## src/rtl/swkr_pkg.sv

```systemverilog
`default_nettype none
package swkr_pkg;

	localparam logic [1:0] CMD_PUSH   = 2'd0;
	localparam logic [1:0] CMD_POP    = 2'd1;
	localparam logic [1:0] CMD_REMOVE = 2'd2;

	localparam logic [1:0] STAT_OK    = 2'd0;
	localparam logic [1:0] STAT_FULL  = 2'd1;
	localparam logic [1:0] STAT_EMPTY = 2'd2;

	typedef struct packed {
		logic [1:0]         command;
		logic signed [31:0] value;
	} cmd_word_t;

	typedef struct packed {
		logic signed [31:0] popped_value;
		logic [1:0]         status;
		logic [7:0]         fill_level;
	} rsp_word_t;

endpackage
`default_nettype wire

```

## src/rtl/stack_with_key_removal_unit.sv

```systemverilog
`default_nettype none
// LIFO stack of DEPTH signed 32-bit words held in a single-port-write, registered-read
// memory, with push, pop and remove-all-matching commands. Every command word gives
// exactly one response word. Push, a refused push or pop, and the unused command code
// answer in the cycle after acceptance; a pop goes through the registered memory read
// and the POP and DONE states. Remove walks the stored entries through one comparator,
// one entry a cycle, reading ahead of the compacting write pointer, then passes through
// DONE. The block takes no new command word until the previous one has finished, and
// only in a cycle in which the output register is empty or its word is being taken.
// fill_level gives the low eight bits of the entry count.
module stack_with_key_removal_unit #(
	parameter int DEPTH = 128
) (
	input  wire                    clk,
	input  wire                    arst_n,
	input  wire                    cmd_valid,
	output logic                   cmd_stall,
	input  wire swkr_pkg::cmd_word_t cmd_word,
	output logic                   rsp_valid,
	input  wire                    rsp_stall,
	output swkr_pkg::rsp_word_t    rsp_word
);
	import swkr_pkg::*;

	localparam int AW = (DEPTH > 1) ? $clog2(DEPTH) : 1;
	localparam int CW = $clog2(DEPTH + 1);
	localparam logic [CW-1:0] DEPTH_C = CW'(DEPTH);
	localparam logic [CW-1:0] ONE_C   = CW'(1);

	typedef enum logic [3:0] {
		ST_IDLE = 4'b0001,
		ST_POP  = 4'b0010,
		ST_RM   = 4'b0100,
		ST_DONE = 4'b1000
	} state_t;

	function automatic logic [7:0] fill8(input logic [CW-1:0] c);
		logic [CW+7:0] e;
		e = {8'd0, c};
		return e[7:0];
	endfunction

	state_t             state_q;
	logic [CW-1:0]      count_q;
	logic [CW-1:0]      rd_q;
	logic [CW-1:0]      wr_q;
	logic               rv_q;
	logic signed [31:0] key_q;
	rsp_word_t          res_q;
	rsp_word_t          out_q;
	logic               out_valid_q;

	logic signed [31:0] mem [DEPTH];
	logic signed [31:0] rdata_q;
	logic               we, re;
	logic [AW-1:0]      waddr, raddr;
	logic signed [31:0] wdata;

	logic               accept;
	logic               out_free;
	logic               load_out;
	logic [CW-1:0]      top;

	assign out_free  = !out_valid_q || !rsp_stall;
	assign cmd_stall = (state_q != ST_IDLE) || !out_free;
	assign accept    = cmd_valid && !cmd_stall;
	assign rsp_valid = out_valid_q;
	assign rsp_word  = out_q;
	assign top       = count_q - ONE_C;

	always_comb begin
		we       = 1'b0;
		re       = 1'b0;
		load_out = 1'b0;
		waddr    = count_q[AW-1:0];
		raddr    = top[AW-1:0];
		wdata    = cmd_word.value;
		if (state_q == ST_IDLE) begin
			if (accept && cmd_word.command == CMD_PUSH && count_q != DEPTH_C) begin
				we = 1'b1;
			end
			if (accept && cmd_word.command == CMD_POP && count_q != '0) begin
				re = 1'b1;
			end
			if (accept && cmd_word.command != CMD_REMOVE
			    && !(cmd_word.command == CMD_POP && count_q != '0)) begin
				load_out = 1'b1;
			end
		end else if (state_q == ST_RM) begin
			raddr = rd_q[AW-1:0];
			re    = (rd_q != count_q);
			waddr = wr_q[AW-1:0];
			wdata = rdata_q;
			we    = rv_q && (rdata_q != key_q);
		end else if (state_q == ST_DONE) begin
			load_out = out_free;
		end
	end

	always_ff @(posedge clk) begin
		if (we) begin
			mem[waddr] <= wdata;
		end
		if (re) begin
			rdata_q <= mem[raddr];
		end
	end

	always_ff @(posedge clk) begin
		case (state_q)
			ST_IDLE: begin
				key_q <= cmd_word.value;
				res_q <= '{popped_value: '0, status: STAT_OK, fill_level: fill8(count_q)};
			end
			ST_POP: begin
				res_q <= '{popped_value: rdata_q, status: STAT_OK, fill_level: fill8(count_q)};
			end
			ST_RM: begin
				if (rd_q == count_q && !rv_q) begin
					res_q <= '{popped_value: '0, status: STAT_OK, fill_level: fill8(wr_q)};
				end
			end
			default: begin
			end
		endcase
	end

	always_ff @(posedge clk or negedge arst_n) begin
		if (!arst_n) begin
			state_q     <= ST_IDLE;
			count_q     <= '0;
			rd_q        <= '0;
			wr_q        <= '0;
			rv_q        <= 1'b0;
			out_valid_q <= 1'b0;
			out_q       <= '0;
		end else begin
			if (load_out) begin
				out_valid_q <= 1'b1;
			end else if (!rsp_stall) begin
				out_valid_q <= 1'b0;
			end
			case (state_q)
				ST_IDLE: begin
					rd_q <= '0;
					wr_q <= '0;
					rv_q <= 1'b0;
					if (accept) begin
						case (cmd_word.command)
							CMD_PUSH: begin
								out_q.popped_value <= '0;
								if (count_q == DEPTH_C) begin
									out_q.status     <= STAT_FULL;
									out_q.fill_level <= fill8(count_q);
								end else begin
									count_q          <= count_q + ONE_C;
									out_q.status     <= STAT_OK;
									out_q.fill_level <= fill8(count_q + ONE_C);
								end
							end
							CMD_POP: begin
								if (count_q == '0) begin
									out_q       <= '{popped_value: '0, status: STAT_EMPTY,
									                 fill_level: fill8(count_q)};
								end else begin
									count_q <= top;
									state_q <= ST_POP;
								end
							end
							CMD_REMOVE: begin
								state_q <= ST_RM;
							end
							default: begin
								out_q       <= '{popped_value: '0, status: STAT_OK,
								                 fill_level: fill8(count_q)};
							end
						endcase
					end
				end
				ST_POP: begin
					state_q <= ST_DONE;
				end
				ST_RM: begin
					rv_q <= (rd_q != count_q);
					if (rd_q != count_q) begin
						rd_q <= rd_q + ONE_C;
					end
					if (rv_q && (rdata_q != key_q)) begin
						wr_q <= wr_q + ONE_C;
					end
					if (rd_q == count_q && !rv_q) begin
						count_q <= wr_q;
						state_q <= ST_DONE;
					end
				end
				ST_DONE: begin
					if (out_free) begin
						out_q       <= res_q;
						state_q     <= ST_IDLE;
					end
				end
				default: begin
					state_q <= ST_IDLE;
				end
			endcase
		end
	end

endmodule
`default_nettype wire

```

## config.mk

```make
export PLATFORM = sky130hd
export DESIGN_NAME = stack_with_key_removal_unit
export DESIGN_NICKNAME = d
export VERILOG_FILES = /design/src/rtl/swkr_pkg.sv /design/src/rtl/stack_with_key_removal_unit.sv
export SDC_FILE = /design/constraint.sdc
export NUM_CORES = 2
export LEC_CHECK = 0
export BUFFER_PORTS_ARGS = -buffer_cell sky130_fd_sc_hd__buf_2
export CORE_MARGIN = 1.5
export CORE_UTILIZATION = 45
export CTS_CLUSTER_SIZE = 25
export DETAILED_ROUTE_END_ITERATION = 8
export HOLD_SLACK_MARGIN = 0.06
export MAX_ROUTING_LAYER = met4
export PLACE_DENSITY_LB_ADDON = 0.15
export SETUP_SLACK_MARGIN = 0.02
export SYNTH_ARGS = -nofsm -noshare
export SYNTH_HDL_FRONTEND = slang
export SYNTH_SLANG_ARGS = --single-unit
```

## constraint.sdc

```tcl
create_clock -name clk -period 4 [get_ports clk]
set_input_delay 0.6 -clock clk [delete_from_list [all_inputs] [get_ports clk]]
set_output_delay 0.6 -clock clk [all_outputs]
set_load 0.1 [all_outputs]
```

# [Word-level counts from Yosys, hierarchy flattened]
# Memory sizes are Yosys's and may differ from the RTL's. A register that Yosys moved wholly into a read port is not among the register bits.
# Cells that the tools add are included.
[word_totals] ramBits=4096 mem_count=1 regBits=146 in_bits=38
[mem_list] name="mem" depth=128 width=32 read_ports=1 rd_ports_with_merged_regs=1 wr=1 line="stack_with_key_removal_unit.sv:53" text="logic signed [31:0] mem [DEPTH];"
[op_classes] reduce_logical=30 mux=45 add_sub_neg=4 n_eq_ne=25
[op_table] op="42-bit one-hot mux with 3 select lines" count=2
[op_table] op="42-bit two-way mux" count=4
[op_table] op="42-bit one-hot mux with 2 select lines" count=1
[op_table] op="32-bit two-way mux" count=2
[op_table] op="8-bit one-hot mux with 2 select lines" count=4
[op_table] op="8-bit two-way mux" count=6
[op_table] op="32-bit inequality test" count=1
[op_table] op="7-bit two-way mux" count=4
[op_table] op="8-bit by 1-bit adder with 8-bit output, second input constant" count=3
[op_table] op="4-bit two-way mux" count=4
[op_table] op="4-bit one-hot mux with 4 select lines" count=1
[op_table] op="1-bit two-way mux" count=14
[op_table] op="1-bit logical AND" count=10
[op_table] op="5-bit AND reduction" count=2
[op_table] op="9-bit two-way mux" count=1
[op_table] op="8-bit equality test" count=1
[op_table] op="8-bit equality test, second input constant" count=1
[op_table] op="8-bit logical NOT" count=1
[op_table] op="2-bit by 1-bit inequality test with 1-bit output, second input constant" count=4
[op_table] op="2-bit inequality test, second input constant" count=4
[op_table] op="8-bit inequality test" count=1
[op_table] op="8-bit inequality test, second input constant" count=1
[op_table] op="4-bit one-hot mux with 2 select lines" count=1
[op_table] op="8-bit nonzero test" count=1
[op_table] op="other kinds (19)" count=30

# [Depth between registers and ports, before layout]
[depth] ltp_word=12 mapped_depth=14

# [Least setup slack after synthesis]
# No wires, ideal clock.
[synth_path] path_type="register -> register" startpoint="register count_q[0]" endpoint="memory mem[108][0], enable pin" synth_period_minus_slack_ns=4.371 path_stages_with_launch=12 slack_ns=-0.371 setup_ns=0.421 t_arrival_ns=3.950 path_buffers=2 required_time_ns=3.579 path_cell_list="dfrtp_1 > clkbuf_1 > inv_1 > ha_1 > and3b_1 > and2_1 > nor3_1 > a31oi_1 > a211oi_1 > nand3_1 > clkbuf_1 > nor2_1"
[synth_between] elab_chain_len=6 elab_cells_between_ends=8 classes_between="eq/ne (1); mux (6); reduce/logical (1)"
[synth_rtl] item="start, declared" line="stack_with_key_removal_unit.sv:44" text="logic [CW-1:0] count_q;"
[synth_rtl] item="start signal, assigned" line="stack_with_key_removal_unit.sv:156" text="count_q <= count_q + ONE_C;"
[synth_rtl] item="start signal, assigned" line="stack_with_key_removal_unit.sv:166" text="count_q <= top;"
[synth_rtl] item="start signal, assigned" line="stack_with_key_removal_unit.sv:192" text="count_q <= wr_q;"
[synth_rtl] item="8-bit inequality test" line="stack_with_key_removal_unit.sv:79" text="if (accept && cmd_word.command == CMD_PUSH && count_q != DEPTH_C) begin"
[synth_rtl] item="1-bit logical AND" line="stack_with_key_removal_unit.sv:79"
[synth_rtl] item="1-bit two-way mux" line="stack_with_key_removal_unit.sv:79"
[synth_rtl] item="1-bit two-way mux" line="stack_with_key_removal_unit.sv:78" text="if (state_q == ST_IDLE) begin"
[synth_rtl] item="1-bit two-way mux" line="stack_with_key_removal_unit.sv:101" text="if (we) begin"
[synth_rtl] item="1-bit two-way mux (not written as such)" line="stack_with_key_removal_unit.sv:102" text="mem[waddr] <= wdata;"
[synth_rtl] item="end, declared" line="stack_with_key_removal_unit.sv:53"
# Several ways; a longest one is shown, not always the timed one.

# [Worst setup path after layout]
[layout_path] startpoint="register state_q[1]" endpoint="register rdata_q[24], read port of mem, data pin"
[layout_between] elab_chain_len=8 elab_cells_between_ends=13 classes_between="eq/ne (3); mux (5); reduce/logical (5)"
[layout_rtl] item="start, declared" line="stack_with_key_removal_unit.sv:43" text="state_t state_q;"
[layout_rtl] item="start signal, assigned" line="stack_with_key_removal_unit.sv:130" text="state_q <= ST_IDLE;"
[layout_rtl] item="start signal, assigned" line="stack_with_key_removal_unit.sv:167" text="state_q <= ST_POP;"
[layout_rtl] item="start signal, assigned" line="stack_with_key_removal_unit.sv:171" text="state_q <= ST_RM;"
[layout_rtl] item="4-bit by 1-bit inequality test with 1-bit output" line="stack_with_key_removal_unit.sv:65" text="assign cmd_stall = (state_q != ST_IDLE) || !out_free;"
[layout_rtl] item="1-bit logical OR" line="stack_with_key_removal_unit.sv:65"
[layout_rtl] item="1-bit logical NOT" line="stack_with_key_removal_unit.sv:66" text="assign accept = cmd_valid && !cmd_stall;"
[layout_rtl] item="1-bit logical AND" line="stack_with_key_removal_unit.sv:66"
[layout_rtl] item="1-bit logical AND (2 in a row)" line="stack_with_key_removal_unit.sv:82" text="if (accept && cmd_word.command == CMD_POP && count_q != '0) begin"
[layout_rtl] item="1-bit two-way mux" line="stack_with_key_removal_unit.sv:82"
[layout_rtl] item="1-bit two-way mux" line="stack_with_key_removal_unit.sv:78"
[layout_rtl] item="end, declared" line="stack_with_key_removal_unit.sv:54" text="logic signed [31:0] rdata_q;"
# Several ways; a longest one is shown, not always the timed one.
# A chain may end at the register's enable or synchronous reset.

==> flow_summary.json <==
{
  "drc": 0,
  "hold_path.class": "in2async",
  "grt_pass1_wl_mm": 754,
  "post-dp-hpwl_mm": 329,
  "tightest_slew_ns": 1.07,
  "core_sq_um": 369000,
  "start_util": 0.452,
  "top_layer": "met4",
  "dpl_cell_area_sq_um": 185000,
  "dominantRegCellSynth": "edfxtp_1",
  "status": "finished with violations",
  "setup_viol": 1,
  "yosysTopAreaCell": "edfxtp_1",
  "violations": "setup timing",
  "critPathKind": "reg2reg",
  "clk_pin_slew_worst_paths_ns": 0.06,
  "synthTopCellsByCount": "edfxtp_1 (4200), nand2_1 (3117), nand3_1 (1228), mux2i_1 (513), nand4_1 (394)",
  "wl_per_cell_um": 30.1,
  "crit_fanout": 10,
  "yosys_warnings": 0,
  "dr.pass1.iters": 6,
  "grtUsageTotal": 0.290,
  "antenna_found_initial": 34,
  "syn-num-nets": 11600,
  "dr_wl_met3_mm": 53.2,
  "ys_types": 64,
  "vias": 106000,
  "drt_iter0_markers": 13900,
  "worst_slack_ns": -0.0631,
  "rr_worst_depth": 13,
  "htree_levels": 5,
  "die_width_um": 611,
  "cpMaxStageDelayCell": "or4b_4",
  "finalCriticalPeriod_ns": 4.06,
  "ys_seq_area_frac": 0.768,
  "slew_violations": 0,
  "hold_viol": 0,
  "critPathLaunchType": "register",
  "netlist.area_leader.share": 0.757,
  "cts_inserted_buffers": 438,
  "synth.area.top_cells": "edfxtp_1 (76%), nand2_1 (7.0%), nand3_1 (3.7%), mux2i_1 (3.1%), a32oi_1 (1.7%)",
  "async_flop_share": 0.0169,
  "drive_gt1_frac": 0.178,
  "cpPeakStageDelay_ns": 0.66,
  "clock_tree.root_cell": "clkbuf_16",
  "layout.nets": 12700,
  "relSlewSlack": 0.288,
  "drt-met1-wl_mm": 223,
  "syn2layout_area_growth_pct": 21.1,
  "cap_violations": 0,
  "synth_enable_flop_cells": 4200,
  "finalNonFillerCells": 18000,
  "p_leak_nw": 69.6,
  "cpMostUsedCell": "buf_4",
  "die_area_sq_um": 374000,
  "port_buffers": 81,
  "vias_per_cell": 5.89,
  "design_area_sq_um": 202000,
  "timing.setup.tns_ns": -0.0631,
  "post-route-period-util": 1.02,
  "ys_seq_elements": 4272,
  "endpoint_kind": "register",
  "met2WireLength_mm": 244,
  "nFillCells": 29500,
  "placed_cells": 17000,
  "die_h_um": 611,
  "gp_congestion": 0.934,
  "avgSynthCellArea_sq_um": 14.4,
  "grt_pass1_vias": 101000,
  "r2r_slack_ns": -0.06,
  "cts_tree": "done",
  "fmax_mhz": 246,
  "rows": 223,
  "grt_max_degree": 129,
  "rr_startpoint": "state_q[1]",
  "overflow": 0,
  "insertion_delay_ns": 1.01,
  "cp_cell_sequence": "or4b_4 > buf_6 > mux2_8 > nor2_4 > buf_12 > buf_4 > buf_4 > nand3_1 > nand4_1 > nand4_1 > buf_4 > a211oi_2 > nand3_1",
  "required_ns": 4.71,
  "boundaryPins": 82,
  "synthMostInstantiatedCell": "edfxtp_1",
  "drt_wl_total_mm": 540,
  "syn_area_sq_um": 167000,
  "skew_ns": 0.0878,
  "reg2reg_to": "rdata_q[24]",
  "arrival_ns": 4.78,
  "cts_max_path_buffers": 4,
  "cts.sinks": 4272,
  "antenna_left": 0,
  "syn_inst": 11500,
  "rsz0062_at_grt": "true",
  "p_per_area_nw_per_um2": 849,
  "peakVddDrop_uv": 592
}
metal layers:
metal  global-route usage  vias up
met5                    -        -
met1                0.408    54100
met4               0.0928        0
met3               0.0484      787
met2                0.434     5274
li1                     -    45500
report_power, final:
part | switching (mW) | internal (mW)
logic | 50.0 | 28.2
clock network | 17.2 | 23.6
registers | 0.723 | 51.6
area by class of cell:
type	instances	area [sq um]	share of cell area
Inverter	14	52.6	0.000260
Clock inverter	268	2600	0.0129
Timing Repair Buffer	1362	16100	0.0798
Sequential cell	4272	128000	0.634
Clock buffer	539	11600	0.0576
Tap cell	4950	6190	0.0307
Multi-Input combinational cell	6543	37300	0.185
Antenna cell	9	22.5	0.000112
flip-flops by register name (all words and copies together), names as in the netlist:
name / count
count_q: 8
rd_q: 8
rv_q: 1
wr_q: 8
key_q: 32
rsp_valid: 1
rdata_q: 32
res_q: 40
rsp_word: 42
state_q: 4
mem: 4096
metrics by stage:
step,hold slack [ns],util,setup WS [ns],power [mW]
after floorplan,0.304,-,-0.371,87.8
after global placement,0.458,0.502,-0.699,125
after detailed placement,0.468,0.502,-0.744,126
after CTS,0.107,0.544,-0.0578,168
after global routing,0.178,0.547,-0.0380,177
final,0.138,0.547,-0.0631,171
kinds of logic after synthesis:
logic type,after synthesis,synth area share
buffers and inverters,718,0.0196
adder cells (fa/ha/maj),5,0.000375
multiplexers,617,0.0445
XOR/XNOR,61,0.00321
flip-flops,4272,0.768
AO/OA/AOI/OAI,754,0.0314
AND/OR/NAND/NOR,5106,0.133
worst max-delay path by stage:
stage                    start           to  cells past startpoint
global route        state_q[1]  rdata_q[24]                     14
finish              state_q[1]  rdata_q[24]                     13
floorplan           count_q[0]  mem[108][0]                     11
CTS                 state_q[1]  rdata_q[22]                     13
detailed placement  state_q[1]  rdata_q[22]                     11
global placement    state_q[1]  rdata_q[15]                     14
layout by cell type (no fill, tap or decap), drive strengths merged, types with 47 or more instances in the layout:
cell type	count
edfxtp	4200
nand2	3117
buf	1303
nand3	1230
clkbuf	555
mux2i	516
nand4	394
a32oi	321
nor2	212
clkinv	196
a21oi	192
o21ai	150
mux4	96
nor4	75
dfrtp	71
bufinv	47
timing repair:
action | CTS | global route
hold buffers | 35 | 0
endpoints found under the setup margin | 32 | 20
gates resized for setup | 59 | 86
buffers inserted | 36 | 46
cloned | 8 | 16
pin swaps | 15 | 48
endpoints found under the hold margin | 63 | 0
worst max-delay path, delay by kind of cell, from the launching register on:
| kind | cells | cell delay [ns] |
|---|---|---|
| and+or+nand+nor | 6 | 1.83 |
| AOI/OAI and AO/OA | 1 | 0.17 |
| buffers and inverters | 5 | 1.04 |
| DFF | 1 | 0.38 |
| muxes | 1 | 0.35 |
Note: power is estimated with default switching activity, not from simulation.
